[src/jdh_pkg.sv]
package jdh_pkg;

    // Field widths.
    localparam int SAMPLE_W = 12;
    localparam int OFFSET_W = 12;
    localparam int SUM_W    = 18;
    localparam int CNT_W    = 7;
    localparam int DIFF_W   = SAMPLE_W + 2;

    // Number of items averaged to find each axis centre (1 to 64).
    localparam int CAL_SAMPLES = 10;

    // Exact truncating division of an SUM_W-bit sum by CAL_SAMPLES:
    // multiply by ceil(2^CAL_K / CAL_SAMPLES) and keep the bits above CAL_K.
    localparam int CAL_K   = SUM_W + $clog2(CAL_SAMPLES);
    localparam int RECIP_W = SUM_W + 1;
    localparam int PROD_W  = SUM_W + RECIP_W;
    localparam logic [RECIP_W-1:0] CAL_RECIP =
        RECIP_W'(((64'd1 << CAL_K) + 64'(CAL_SAMPLES) - 64'd1) / 64'(CAL_SAMPLES));

    // Stream payload widths.
    localparam int S_DATA_W = 32;
    localparam int M_DATA_W = 16;

    // Offset register reset values.
    localparam logic [OFFSET_W-1:0] PRESS_RESET   = OFFSET_W'(300);
    localparam logic [OFFSET_W-1:0] RELEASE_RESET = OFFSET_W'(250);

    // Configuration register indices.
    typedef enum logic [0:0] {
        REG_PRESS_OFFSET   = 1'b0,
        REG_RELEASE_OFFSET = 1'b1
    } cfg_reg_t;

    // Direction flag pair of one axis.
    typedef struct packed {
        logic high;
        logic low;
    } axis_flags_t;

    // Calibration status handed from the calibration unit to the datapath.
    typedef struct packed {
        logic                active;
        logic [SAMPLE_W-1:0] x_center;
        logic [SAMPLE_W-1:0] y_center;
    } cal_status_t;

endpackage

[src/jdh_axis.sv]
module jdh_axis (
    input  logic [jdh_pkg::SAMPLE_W-1:0] sample,
    input  logic [jdh_pkg::SAMPLE_W-1:0] center,
    input  logic [jdh_pkg::OFFSET_W-1:0] press_offset,
    input  logic [jdh_pkg::OFFSET_W-1:0] release_offset,
    input  jdh_pkg::axis_flags_t         flags_in,
    output jdh_pkg::axis_flags_t         flags_out
);

    logic signed [jdh_pkg::DIFF_W-1:0] diff;
    logic signed [jdh_pkg::DIFF_W-1:0] press_pos;
    logic signed [jdh_pkg::DIFF_W-1:0] press_neg;
    logic signed [jdh_pkg::DIFF_W-1:0] release_pos;
    logic signed [jdh_pkg::DIFF_W-1:0] release_neg;

    assign diff        = $signed({2'b00, sample}) - $signed({2'b00, center});
    assign press_pos   = $signed({2'b00, press_offset});
    assign press_neg   = -press_pos;
    assign release_pos = $signed({2'b00, release_offset});
    assign release_neg = -release_pos;

    // Set tests first, then the clear tests, so clearing wins on overlap.
    always_comb begin
        flags_out = flags_in;
        if (diff < press_neg) begin
            flags_out.low = 1'b1;
        end
        if (diff > press_pos) begin
            flags_out.high = 1'b1;
        end
        if (diff > release_neg) begin
            flags_out.low = 1'b0;
        end
        if (diff < release_pos) begin
            flags_out.high = 1'b0;
        end
    end

endmodule

[src/jdh_cal.sv]
module jdh_cal (
    input  logic                         aclk,
    input  logic                         aresetn,
    input  logic                         advance,
    input  logic                         restart,
    input  logic [jdh_pkg::SAMPLE_W-1:0] x_sample,
    input  logic [jdh_pkg::SAMPLE_W-1:0] y_sample,
    output jdh_pkg::cal_status_t         status
);

    logic [jdh_pkg::CNT_W-1:0]    count_reg, count_next;
    logic [jdh_pkg::SUM_W-1:0]    x_sum_reg, x_sum_next;
    logic [jdh_pkg::SUM_W-1:0]    y_sum_reg, y_sum_next;
    logic [jdh_pkg::SAMPLE_W-1:0] x_center_reg, x_center_next;
    logic [jdh_pkg::SAMPLE_W-1:0] y_center_reg, y_center_next;
    logic                         calibrated_reg, calibrated_next;
    logic [jdh_pkg::PROD_W-1:0]   x_prod;
    logic [jdh_pkg::PROD_W-1:0]   y_prod;
    logic                         active;

    // A restart request drops calibration before the item is looked at.
    assign active = calibrated_reg & ~restart;

    always_comb begin
        count_next      = count_reg;
        x_sum_next      = x_sum_reg;
        y_sum_next      = y_sum_reg;
        calibrated_next = calibrated_reg;
        x_center_next   = x_center_reg;
        y_center_next   = y_center_reg;
        x_prod          = '0;
        y_prod          = '0;
        if (restart) begin
            count_next      = '0;
            x_sum_next      = '0;
            y_sum_next      = '0;
            calibrated_next = 1'b0;
        end
        if (!active) begin
            x_sum_next = x_sum_next + jdh_pkg::SUM_W'(x_sample);
            y_sum_next = y_sum_next + jdh_pkg::SUM_W'(y_sample);
            count_next = count_next + 1'b1;
            x_prod = jdh_pkg::PROD_W'(x_sum_next) * jdh_pkg::PROD_W'(jdh_pkg::CAL_RECIP);
            y_prod = jdh_pkg::PROD_W'(y_sum_next) * jdh_pkg::PROD_W'(jdh_pkg::CAL_RECIP);
            if (count_next >= jdh_pkg::CNT_W'(jdh_pkg::CAL_SAMPLES)) begin
                x_center_next   = x_prod[jdh_pkg::CAL_K +: jdh_pkg::SAMPLE_W];
                y_center_next   = y_prod[jdh_pkg::CAL_K +: jdh_pkg::SAMPLE_W];
                calibrated_next = 1'b1;
            end
        end
    end

    always_ff @(posedge aclk) begin
        if (!aresetn) begin
            count_reg      <= '0;
            x_sum_reg      <= '0;
            y_sum_reg      <= '0;
            x_center_reg   <= '0;
            y_center_reg   <= '0;
            calibrated_reg <= 1'b0;
        end else if (advance) begin
            count_reg      <= count_next;
            x_sum_reg      <= x_sum_next;
            y_sum_reg      <= y_sum_next;
            x_center_reg   <= x_center_next;
            y_center_reg   <= y_center_next;
            calibrated_reg <= calibrated_next;
        end
    end

    assign status.active   = active;
    assign status.x_center = x_center_reg;
    assign status.y_center = y_center_reg;

endmodule

[src/joystick_direction_hysteresis.sv]
// A result shows on m_tvalid after its item passes the input register, then the result register.
// Throughput: one item per cycle, sustained while m_tready stays high; the input register and the result
// register let a new item be taken while a finished result waits for m_tready.
// Reset (aresetn low, synchronous) empties both registers, clears the sums,
// the count, the centres and the direction flags, and restores the offsets
// to 300 and 250; the block then calibrates on the next CAL_SAMPLES items.
module joystick_direction_hysteresis (
    input  logic                          aclk,
    input  logic                          aresetn,
    // Input stream.
    input  logic                          s_tvalid,
    output logic                          s_tready,
    // [11:0] x_sample, [23:12] y_sample, [24] button_a, [25] button_b,
    // [26] button_c, [27] button_d, [28] restart_calibration, [31:29] zero
    input  logic [jdh_pkg::S_DATA_W-1:0]  s_tdata,
    // Result stream.
    output logic                          m_tvalid,
    input  logic                          m_tready,
    // [0] ready_res, [1] left, [2] right, [3] up, [4] down, [5] out_a,
    // [6] out_b, [7] out_c, [8] out_d, [15:9] zero
    output logic [jdh_pkg::M_DATA_W-1:0]  m_tdata,
    // Configuration writes.
    input  logic                          cfg_valid,
    output logic                          cfg_ready,
    input  jdh_pkg::cfg_reg_t             cfg_index,
    input  logic [jdh_pkg::OFFSET_W-1:0]  cfg_data
);

    // Input register: holds one accepted item until the result register can
    // take its result.
    logic                         in_valid_reg;
    logic [jdh_pkg::SAMPLE_W-1:0] x_reg;
    logic [jdh_pkg::SAMPLE_W-1:0] y_reg;
    logic [3:0]                   buttons_reg;
    logic                         restart_reg;

    // Result register.
    logic                         out_valid_reg;
    logic [jdh_pkg::M_DATA_W-1:0] out_data_reg, out_data_next;

    // Offsets and the four direction flags.
    logic [jdh_pkg::OFFSET_W-1:0] press_reg;
    logic [jdh_pkg::OFFSET_W-1:0] release_reg;
    jdh_pkg::axis_flags_t         x_flags_reg, x_flags_next, x_flags_upd;
    jdh_pkg::axis_flags_t         y_flags_reg, y_flags_next, y_flags_upd;

    jdh_pkg::cal_status_t         cal_status;
    logic                         out_free;
    logic                         advance;
    logic                         s_accept;

    // The result register frees up when it is empty or its transfer completes;
    // an item moves from the input register into it in that same cycle.
    assign out_free = ~out_valid_reg | m_tready;
    assign advance  = in_valid_reg & out_free;
    assign s_tready = ~in_valid_reg | out_free;
    assign s_accept = s_tvalid & s_tready;

    assign cfg_ready = 1'b1;

    always_ff @(posedge aclk) begin
        if (!aresetn) begin
            in_valid_reg <= 1'b0;
        end else if (s_tready) begin
            in_valid_reg <= s_tvalid;
        end
    end

    always_ff @(posedge aclk) begin
        if (s_accept) begin
            x_reg       <= s_tdata[11:0];
            y_reg       <= s_tdata[23:12];
            buttons_reg <= s_tdata[27:24];
            restart_reg <= s_tdata[28];
        end
    end

    // Offset registers; the user must write them only while the block is idle, and the block does not enforce this.
    always_ff @(posedge aclk) begin
        if (!aresetn) begin
            press_reg   <= jdh_pkg::PRESS_RESET;
            release_reg <= jdh_pkg::RELEASE_RESET;
        end else if (cfg_valid && cfg_ready) begin
            unique case (cfg_index)
                jdh_pkg::REG_PRESS_OFFSET:   press_reg   <= cfg_data;
                jdh_pkg::REG_RELEASE_OFFSET: release_reg <= cfg_data;
                default: ;
            endcase
        end
    end

    // Calibration unit: sums, count, centres and the calibrated bit.
    jdh_cal u_cal (
        .aclk     (aclk),
        .aresetn  (aresetn),
        .advance  (advance),
        .restart  (restart_reg),
        .x_sample (x_reg),
        .y_sample (y_reg),
        .status   (cal_status)
    );

    jdh_axis u_axis_x (
        .sample         (x_reg),
        .center         (cal_status.x_center),
        .press_offset   (press_reg),
        .release_offset (release_reg),
        .flags_in       (x_flags_reg),
        .flags_out      (x_flags_upd)
    );

    jdh_axis u_axis_y (
        .sample         (y_reg),
        .center         (cal_status.y_center),
        .press_offset   (press_reg),
        .release_offset (release_reg),
        .flags_in       (y_flags_reg),
        .flags_out      (y_flags_upd)
    );

    // Any item taken for calibration (restart, running or completing) leaves
    // the flags clear and reports them as zero.
    always_comb begin
        if (cal_status.active) begin
            x_flags_next = x_flags_upd;
            y_flags_next = y_flags_upd;
        end else begin
            x_flags_next = '0;
            y_flags_next = '0;
        end
        out_data_next = {7'b0000000, buttons_reg[3], buttons_reg[2],
                         buttons_reg[1], buttons_reg[0],
                         y_flags_next.high, y_flags_next.low,
                         x_flags_next.high, x_flags_next.low,
                         cal_status.active};
    end

    always_ff @(posedge aclk) begin
        if (!aresetn) begin
            x_flags_reg <= '0;
            y_flags_reg <= '0;
        end else if (advance) begin
            x_flags_reg <= x_flags_next;
            y_flags_reg <= y_flags_next;
        end
    end

    always_ff @(posedge aclk) begin
        if (!aresetn) begin
            out_valid_reg <= 1'b0;
        end else if (out_free) begin
            out_valid_reg <= in_valid_reg;
        end
    end

    always_ff @(posedge aclk) begin
        if (advance) begin
            out_data_reg <= out_data_next;
        end
    end

    assign m_tvalid = out_valid_reg;
    assign m_tdata  = out_data_reg;

    // A result that is not ready never shows a direction.
    assert property (@(posedge aclk) disable iff (!aresetn)
        m_tvalid && !m_tdata[0] |-> m_tdata[4:1] == 4'b0000)
        else $error("direction reported while calibrating");

    // Hysteresis never leaves both flags of one axis set.
    assert property (@(posedge aclk) disable iff (!aresetn)
        !(x_flags_reg.low && x_flags_reg.high) && !(y_flags_reg.low && y_flags_reg.high))
        else $error("opposite direction flags set together");

    // A calibration item leaves the flags clear for the next item.
    assert property (@(posedge aclk) disable iff (!aresetn)
        advance && !cal_status.active |=> x_flags_reg == '0 && y_flags_reg == '0)
        else $error("flags not cleared by calibration item");

    // An empty result register never holds back the input side.
    assert property (@(posedge aclk) disable iff (!aresetn)
        !out_valid_reg |-> s_tready)
        else $error("input stalled with empty result register");

endmodule

[config.mk]
export PLATFORM = sky130hd
export DESIGN_NAME = joystick_direction_hysteresis
export DESIGN_NICKNAME = d
export VERILOG_FILES = /design/src/jdh_pkg.sv /design/src/jdh_axis.sv /design/src/jdh_cal.sv /design/src/joystick_direction_hysteresis.sv
export SDC_FILE = /design/constraint.sdc
export NUM_CORES = 1
export LEC_CHECK = 0
export BUFFER_PORTS_ARGS = -buffer_cell sky130_fd_sc_hd__buf_2
export CORE_MARGIN = 2
export CORE_UTILIZATION = 60
export DETAILED_ROUTE_END_ITERATION = 6
export GPL_ROUTABILITY_DRIVEN = 0
export PLACE_DENSITY = 0.88
export SYNTH_ARGS = -nofsm -noshare
export SYNTH_HDL_FRONTEND = slang
export SYNTH_SLANG_ARGS = --single-unit
[constraint.sdc]
create_clock -name aclk -period 12.4 [get_ports aclk]
set_input_delay 1.86 -clock aclk [delete_from_list [all_inputs] [get_ports aclk]]
set_output_delay 1.86 -clock aclk [all_outputs]
set_load 0.01 [all_outputs]
==> impl_metrics.ini, run 1 <==
[drt]
wirelength_um = 47800
post-route-drc-count = 2
drtIter0Drc = 1225
dr.pass1.iters = 7
vias = 15600
via_per_inst = 5.89
antenna_left = 0
drt-wirelength-per-cell_um = 18.0

[placement]
post-dp-hpwl_um = 38900
place_ws_ns = 3.12
io_buffers = 57

[critical_path]
crit_arrival_ns = 9.76
crit_family = adder cells
cpMostUsedCell = fa_1
cp-end-kind = flip-flop
start_kind = flip-flop
crit_buf_inv = 4
startpoint = restart_reg$_DFFE_PP_
rr_startpoint = restart_reg$_DFFE_PP_
worst-path-max-fanout = 23
cp_slowest_cell = fa_1
cpPeakStageDelay_ns = 0.56
critPathRequiredTime_ns = 12.67
critical_path_class = flip-flop to flip-flop

[power_and_ir_drop]
p_seq_frac = 0.094
p_sw_mw = 2.68
p_leak_nw = 10.3
peakVddDrop_v = 0.000874
power.internal_mw = 2.53
combPwrFrac = 0.801
p_sw_frac = 0.514
power_density_nw_per_um2 = 250
p_clk_frac = 0.105

[timing]
hold_viol = 0
slew_headroom = 0.264
slew_viol_final = 0
whs_ns = 0.419
fin_crit_ns = 9.49
setup_viol = 0
fin_crit_sh = 0.765
finClkSkew_ns = 0.0116
setup_ws_ns = 2.91
rsz0062_at_grt = false
fmax_ghz = 0.105
setup_tns_ns = 0
worstMarginPinSlew_ns = 1.10

[clock_network]
cts_resized = 0
path_clk_slew_ns = 0.06
holdBufCountCts = 0
cts_buffers = 17
cts_max_level = 4
clkLatencyLatePin_ns = 0.44
clock-root-buffer = clkbuf_16
post_cts_buffers = 0
cts_tree = built
clock_tree.buffer_depth = 2
cts_sinks = 136

[global_route]
grt_pass1_wl_um = 79800
grt_max_degree = 69
antenna_found_initial = 0
grt.total_usage = 0.295
overflow = 0
grt_pass1_vias = 16700

[hold_path]
hp-start = buttons_reg[1]$_DFFE_PP_
hold_path_class = flip-flop to flip-flop

[synth]
yosysSeqAreaShare = 0.159
yosys_warnings = 0
syn_inst = 2159
synth_top_area_frac = 0.243
yosysUniqueCellTypes = 72
synth-edff-count = 38
synthTopCellsByArea = ha_1, fa_1, dfxtp_1
syn_area_um2 = 19500
syn_avg_cell_area_um2 = 9.03
ys.flop_type = dfxtp_1
yosys.area.top_type = ha_1
ys_ff_latch = 136
async_reset_ff_frac = 0

[die]
die-area_um2 = 33900
die_y_um = 184
ios = 69
core-area_um2 = 31800
std_cell_rows = 65
fp.dieW_um = 184
initial_utilization = 0.613

[cells_and_area]
utilization = 0.655
layout-drive-gt1-share = 0.0578
layout.cells.most_common = inv_1
area_delta_synth_final_pct = 6.88
nNetsFinal = 2835
n_fill_cell = 2325
mostFrequentLayoutCells = inv_1, ha_1, fa_1, nand2_1, a21oi_1

[outcome]
violations = design-rule violations
status = complete, but fails checks

[job]
drv_cap = 0
==> Yosys cell counts, types with 6 or more instances <==
master	n
a31oi_1	8
inv_1	438
nand3_1	46
fa_1	203
nor4_1	10
a2111oi_0	6
mux2i_1	7
buf_4	8
a211o_1	6
and3_1	10
edfxtp_1	38
xnor2_1	63
or2_2	13
and2_1	13
o211ai_1	21
xor2_1	29
nand4b_1	8
o21a_1	29
o21bai_1	9
nand2_1	142
nor2b_1	52
a21oi_1	116
dfxtp_1	98
or4_1	6
nand4_1	20
nor3_1	19
nor2_1	90
clkbuf_1	35
a21o_1	40
ha_1	379
nand2b_1	19
a211oi_1	15
or3_1	6
o21ai_0	78
==> metrics by stage <==
step / cell area, um^2 / power (mW) / instances
final: 20800 / 5.21 / 2652
after global routing: 20800 / 5.78 / 2651
after CTS: 20800 / 5.16 / 2651
after detailed placement: 20200 / 4.59 / 2619
after global placement: 20200 / 4.35 / 2619
after floorplan: 19500 / 3.55 / 2165
==> power by group through the flow <==
| stage | logic [mW] | clock network [mW] | registers, mW |
|---|---|---|---|
| floorplan | 3.05 | 0 | 0.492 |
| global placement | 3.85 | 0 | 0.496 |
| detailed placement | 4.09 | 0 | 0.497 |
| CTS | 4.13 | 0.543 | 0.487 |
| global route | 4.73 | 0.563 | 0.489 |
| finish | 4.17 | 0.546 | 0.488 |
==> path summary, 6_finish.rpt <==
kind	slack [ns]	cells past startpoint	end
hold reg to reg	0.42	0	m_tdata[6]$_DFFE_PP_
setup reg to reg	2.91	32	u_cal.x_center_reg[10]$_SDFFE_PN0P_
hold / removal	0.42	0	m_tdata[6]$_DFFE_PP_
setup / recovery	2.91	32	u_cal.x_center_reg[10]$_SDFFE_PN0P_
==> cell families (layout without fill, tap and decap cells) <==
group / after synthesis / after routing / share of synthesized area
compound gates: 386 / 386 / 0.128
xor+xnor: 92 / 92 / 0.0413
flops: 136 / 136 / 0.159
other cells: 2 / 9 / 0.000385
buf+inv: 485 / 536 / 0.0949
simple gates: 468 / 468 / 0.120
mux: 8 / 8 / 0.00417
fa+ha+maj: 582 / 582 / 0.452
==> routing by layer <==
layer / share of wire / routed length (um) / vias to the layer above / GRT usage
met2: 0.49 / 23600 / 627 / 0.517
met4: 0.044 / 2120 / 0 / 0.148
li1: - / - / 7243 / -
met1: 0.40 / 19300 / 7567 / 0.353
met5: 0 / 0 / - / 0
met3: 0.058 / 2790 / 177 / 0.0454
==> final cells by class <==
| cell class | count | area, um^2 | share of cell area |
|---|---|---|---|
| Inverter | 439 | 1650 | 0.0791 |
| Multi-Input combinational cell | 1544 | 14600 | 0.699 |
| Clock inverter | 14 | 174 | 0.00835 |
| Antenna cell | 1 | 2.50 | 0.000120 |
| Tap cell | 435 | 544 | 0.0261 |
| Clock buffer | 18 | 450 | 0.0216 |
| Sequential cell | 136 | 3100 | 0.149 |
| Timing Repair Buffer | 65 | 345 | 0.0166 |
Power figures use the tool's default switching activity.
==> run 2, diff against run 1 <==
- clock period: 12.4 -> 9.4 ns (I/O delays scaled with it)
==> run 2 against run 1 <==
The run now ends clean. Final cell count increased by 0.34%. Clock power up 23%. Routed wire length grew 2.8%.
==> impl_metrics.ini, run 2 (same netlist as run 1, synthesis figures left out) <==
[outcome]
status = finished clean

[cells_and_area]
area_delta_synth_final_pct = 7.28
stdcell_count = 2661
antenna_cells = 0
mostFrequentLayoutCells = inv_1, ha_1, fa_1, nand2_1, a21oi_1
layout.cells.most_common = inv_1
layout-drive-gt1-share = 0.0633
nNetsFinal = 2845

[clock_network]
clock_tree.buffer_depth = 2
clkLatencyLatePin_ns = 0.44
path_clk_slew_ns = 0.06
clock-root-buffer = clkbuf_16
cts_sinks = 136
holdBufCountCts = 0
cts_max_level = 4
cts_buffers = 17
cts_tree = built

[timing]
finClkSkew_ns = 0.0128
rsz0062_at_grt = false
worstMarginPinSlew_ns = 1.10
setup_viol = 0
hold_viol = 0
fmax_ghz = 0.111
slew_viol_final = 0
fin_crit_ns = 9.03
fin_crit_sh = 0.960
slew_headroom = 0.262
setup_tns_ns = 0

[hold_path]
hold_path_class = flip-flop to flip-flop
hold_depth = 0
min_to = m_tdata[6]$_DFFE_PP_
hp-start = buttons_reg[1]$_DFFE_PP_

[drt]
drt-wirelength-per-cell_um = 18.5
vias = 15800
dr.pass1.iters = 7
drtIter0Drc = 1327
wirelength_um = 49100
antenna_left = 0
via_per_inst = 5.95
post-route-drc-count = 0

[critical_path]
cpPeakStageDelay_ns = 0.55
cp-end-kind = flip-flop
rr_startpoint = restart_reg$_DFFE_PP_
critPathRequiredTime_ns = 9.74
r2r_cells = 32
worst-path-max-fanout = 5
r2r_slack_ns = 0.37
crit_family = adder cells
crit_buf_inv = 4
crit_arrival_ns = 9.37
cpMostUsedCell = fa_1
cp_slowest_cell = fa_1
start_kind = flip-flop
r2r_end = u_cal.y_center_reg[11]$_SDFFE_PN0P_
critical_path_class = flip-flop to flip-flop

[global_route]
antenna_found_initial = 0
grt_max_degree = 69
overflow = 0
grt_pass1_vias = 17000
grt.total_usage = 0.302
grt_pass1_wl_um = 81600

[die]
core-area_um2 = 31800
die-area_um2 = 33900
die_y_um = 184
std_cell_rows = 65
initial_utilization = 0.613
ios = 69
fp.dieW_um = 184

[power_and_ir_drop]
peakVddDrop_v = 0.000791
power_density_nw_per_um2 = 328
p_leak_nw = 10.4
p_total_mw = 6.87

[job]
drv_cap = 0

[placement]
post-place-cells = 2625
io_buffers = 57
post-dp-hpwl_um = 39700
[run 2: cell count changes in the layout (fill, tap and decap cells not counted), moves of 2 or more]
cell        previous run  this run
inv_8                  4         0
a211oi_2               1         4
a211oi_1              15        12
clkinvlp_4             1         3
inv_6                  6         1
clkbuf_8               0         2
buf_4                  8        17
clkinv_1               1         4
[run 2: worst max-delay path by stage]
stage                          startpoint                                   to  slack [ns]  cells after the start
floorplan           restart_reg$_DFFE_PP_  u_cal.x_center_reg[10]$_SDFFE_PN0P_        1.03                     34
global placement    restart_reg$_DFFE_PP_  u_cal.y_center_reg[11]$_SDFFE_PN0P_        0.60                     31
detailed placement  restart_reg$_DFFE_PP_  u_cal.y_center_reg[11]$_SDFFE_PN0P_        0.28                     33
CTS                 restart_reg$_DFFE_PP_  u_cal.y_center_reg[10]$_SDFFE_PN0P_        0.17                     33
global route        restart_reg$_DFFE_PP_  u_cal.y_center_reg[11]$_SDFFE_PN0P_        0.02                     32
finish              restart_reg$_DFFE_PP_  u_cal.y_center_reg[11]$_SDFFE_PN0P_        0.37                     32
[run 2: report_power, final]
group	switching [mW]	internal, mW	total, mW
combinational	3.24	2.31	5.55
sequential	0.0189	0.626	0.645
clock	0.266	0.402	0.669
total	3.53	3.34	6.87
[run 2: timing repair]
item,4_1_cts,5_1_grt
setup endpoints to repair,0,15
buffers inserted,0,4
resized for setup,0,8
[run 2: area by class of cell]
cell class                      count  area (um^2)
Sequential cell                   136         3100
Inverter                          439         1650
Clock buffer                       20          457
Timing Repair Buffer               75          433
Fill cell                        2280        10900
Tap cell                          435          544
Clock inverter                     12          125
Multi-Input combinational cell   1544        14600
[run 2: worst reg2reg max path, delay by kind of cell, from the launching register on]
kind | cells | cell delay (ns)
adders and majority gates | 9 | 3.78
AOI/OAI and AO/OA | 14 | 3.04
and+or+nand+nor | 3 | 0.63
DFF | 1 | 0.50
buffers and inverters | 4 | 0.40
muxes | 1 | 0.40
xor gates and xnor gates | 1 | 0.22
[run 2: per-layer routing]
layer / up-vias / global-route usage / wire length, um / part of all wire
met5: - / 0 / 0 / 0
met4: 0 / 0.168 / 2730 / 0.055
met3: 230 / 0.0607 / 3640 / 0.074
met2: 711 / 0.524 / 23900 / 0.49
met1: 7626 / 0.351 / 18800 / 0.38
li1: 7270 / - / - / -
[run 2: metrics by stage]
stage / hold slack [ns] / util / setup WS, ns / cell area (um^2)
global placement: 0.401 / 0.637 / 0.599 / 20300
finish: 0.419 / 0.658 / 0.373 / 20900
detailed placement: 0.406 / 0.637 / 0.275 / 20300
floorplan: 0.400 / - / 1.03 / 19500
CTS: 0.419 / 0.655 / 0.172 / 20800
global route: 0.426 / 0.658 / 0.0204 / 20900
==> run 3, diff against run 2 <==
- ABC_AREA: unset -> 1
- PLACE_DENSITY: 0.88 -> 0.87
==> run 3 against run 2 <==
Die area is 8.4% higher. Global-route usage is 2.1 points higher. Synthesized area is 8.6% higher. Flip-flop and latch count stayed put. Clock-buffer cell count is 5 higher. Highest routed layer is now met5. The run now ends with design-rule violations left. Final cell count is 23% higher. Critical path depth is 3 lower.
==> impl_metrics.ini, run 3 <==
[clock_network]
cts_tree = built
cts_sinks = 136
post_cts_buffers = 0
cts_buffers = 17
clkLatencyLatePin_ns = 0.45
cts_resized = 0
cts_max_level = 4
path_clk_slew_ns = 0.06
clock_tree.buffer_depth = 2
clock-root-buffer = clkbuf_16
holdBufCountCts = 0

[cells_and_area]
multiInputGateArea_um2 = 15400
layout.cells.most_common = inv_1
n_fill_cell = 2621
layout-drive-gt1-share = 0.0431
antenna_cells = 0
layout.area.seq_um2 = 3100
utilization = 0.651
area_delta_synth_final_pct = 6.60
mostFrequentLayoutCells = inv_1, nand2_1, ha_1, nor2_1, a21oi_1
nNetsFinal = 3447

[drt]
vias = 18900
drt-wirelength-per-cell_um = 17.5
post-route-drc-count = 1
antenna_left = 0
wirelength_um = 57500
dr.pass1.iters = 7
drtIter0Drc = 1778
via_per_inst = 5.76

[synth]
yosys_warnings = 0
synth-edff-count = 38
syn_area_um2 = 21200
synth_top_area_frac = 0.224
synthTopCellsByArea = ha_1, fa_1, inv_1
yosysSeqAreaShare = 0.147
syn_avg_cell_area_um2 = 7.65
yosys.area.top_type = ha_1
syn_inst = 2765
async_reset_ff_frac = 0
synth.most_common_cell = inv_1
ys_ff_latch = 136
yosysUniqueCellTypes = 49
ys.flop_type = dfxtp_1
ys_top_cells_by_count = inv_1, nand2_1, ha_1

[global_route]
overflow = 0
grt_pass1_wl_um = 93200
grt_pass1_vias = 19200
grt_max_degree = 63
grt.total_usage = 0.323
antenna_found_initial = 1

[critical_path]
r2r_slack_ns = 1.29
r2r_end = u_cal.x_center_reg[9]$_SDFFE_PN0P_
critPathRequiredTime_ns = 9.72
critical_path_class = flip-flop to flip-flop
cp-end-kind = flip-flop
start_kind = flip-flop
worst-path-max-fanout = 21
r2r_cells = 29
crit_arrival_ns = 8.44
cp_slowest_cell = edfxtp_1
rr_startpoint = restart_reg$_DFFE_PP_
cpPeakStageDelay_ns = 0.68
cpMostUsedCell = fa_1

[hold_path]
hp-start = buttons_reg[2]$_DFFE_PP_
hold_path_class = flip-flop to flip-flop
hold_depth = 0
min_to = m_tdata[7]$_DFFE_PP_

[die]
initial_utilization = 0.611
die_y_um = 192
die-area_um2 = 36800
std_cell_rows = 68
core-area_um2 = 34600
ios = 69
fp.dieW_um = 192

[timing]
worstMarginPinSlew_ns = 0.943
finClkSkew_ns = 0.0115
slew_headroom = 0.368
fin_crit_sh = 0.863
fin_crit_ns = 8.11
hold_viol = 0
rsz0062_at_grt = false
slew_viol_final = 0
setup_tns_ns = 0
setup_viol = 0
fmax_ghz = 0.123

[placement]
post-dp-hpwl_um = 46500
io_buffers = 57

[job]
drv_cap = 0

[outcome]
violations = design-rule violations
status = complete, but fails checks
run 3: cell types whose count changed in the layout (fill, tap and decap cells not counted), moves of 21 or more:
cell,change
a21o_1,-26
a21oi_1,+107
inv_1,+221
nand2_1,+281
nand3_1,+58
nor2_1,+137
nor2b_1,-52
o21a_1,-21
o21ai_0,+49
xnor2_1,-38
run 3: logic make-up after synthesis:
group / synth area share
compound gates: 0.112
xor+xnor: 0.0293
fa+ha+maj: 0.416
buf+inv: 0.128
flops: 0.147
other cells: 0.000355
simple gates: 0.168
run 3: per-stage QoR:
stage | area (um^2) | hold slack (ns) | setup WS (ns) | std cells
final | 22600 | 0.452 | 1.29 | 3283
after global routing | 22600 | 0.457 | 0.843 | 3283
after floorplan | 21200 | 0.400 | 2.13 | 2771
after detailed placement | 21900 | 0.446 | 1.59 | 3251
after global placement | 21900 | 0.444 | 1.75 | 3251
after CTS | 22600 | 0.460 | 1.44 | 3283
run 3: worst max path at each step:
stage | start | to | slack (ns) | depth (start not counted)
floorplan | restart_reg$_DFFE_PP_ | u_cal.x_center_reg[9]$_SDFFE_PN0P_ | 2.13 | 32
CTS | restart_reg$_DFFE_PP_ | u_cal.x_center_reg[8]$_SDFFE_PN0P_ | 1.44 | 31
detailed placement | restart_reg$_DFFE_PP_ | u_cal.x_center_reg[8]$_SDFFE_PN0P_ | 1.59 | 30
global route | restart_reg$_DFFE_PP_ | u_cal.x_center_reg[9]$_SDFFE_PN0P_ | 0.84 | 29
finish | restart_reg$_DFFE_PP_ | u_cal.x_center_reg[9]$_SDFFE_PN0P_ | 1.29 | 29
global placement | restart_reg$_DFFE_PP_ | u_cal.x_center_reg[9]$_SDFFE_PN0P_ | 1.75 | 28
run 3: final cells by class:
cell class,instances,share of cell area
Timing Repair Buffer,64,0.0150
Inverter,665,0.111
Clock inverter,7,0.00427
Sequential cell,136,0.138
Clock buffer,25,0.0258
Tap cell,455,0.0252
Multi-Input combinational cell,1931,0.681
run 3: routing by layer:
layer,track usage,up-vias,share of wire
met5,0,-,0.00023
met1,0.385,8818,0.38
met4,0.210,2,0.066
li1,-,8811,-
met3,0.0594,280,0.089
met2,0.537,992,0.47
run 3: worst max-delay path: cells and delay by family (launching register included):
kind,cells,cell delay (ns)
AOI/OAI and AO/OA,4,0.99
xor gates and xnor gates,1,0.52
adders and majority gates,8,3.92
buffers and inverters,4,0.57
DFF,1,0.68
and+or+nand+nor,12,1.30
Power of run 3 is not shown: default switching activity piles up to over one toggle a cycle in this logic, so the estimate is an artifact.
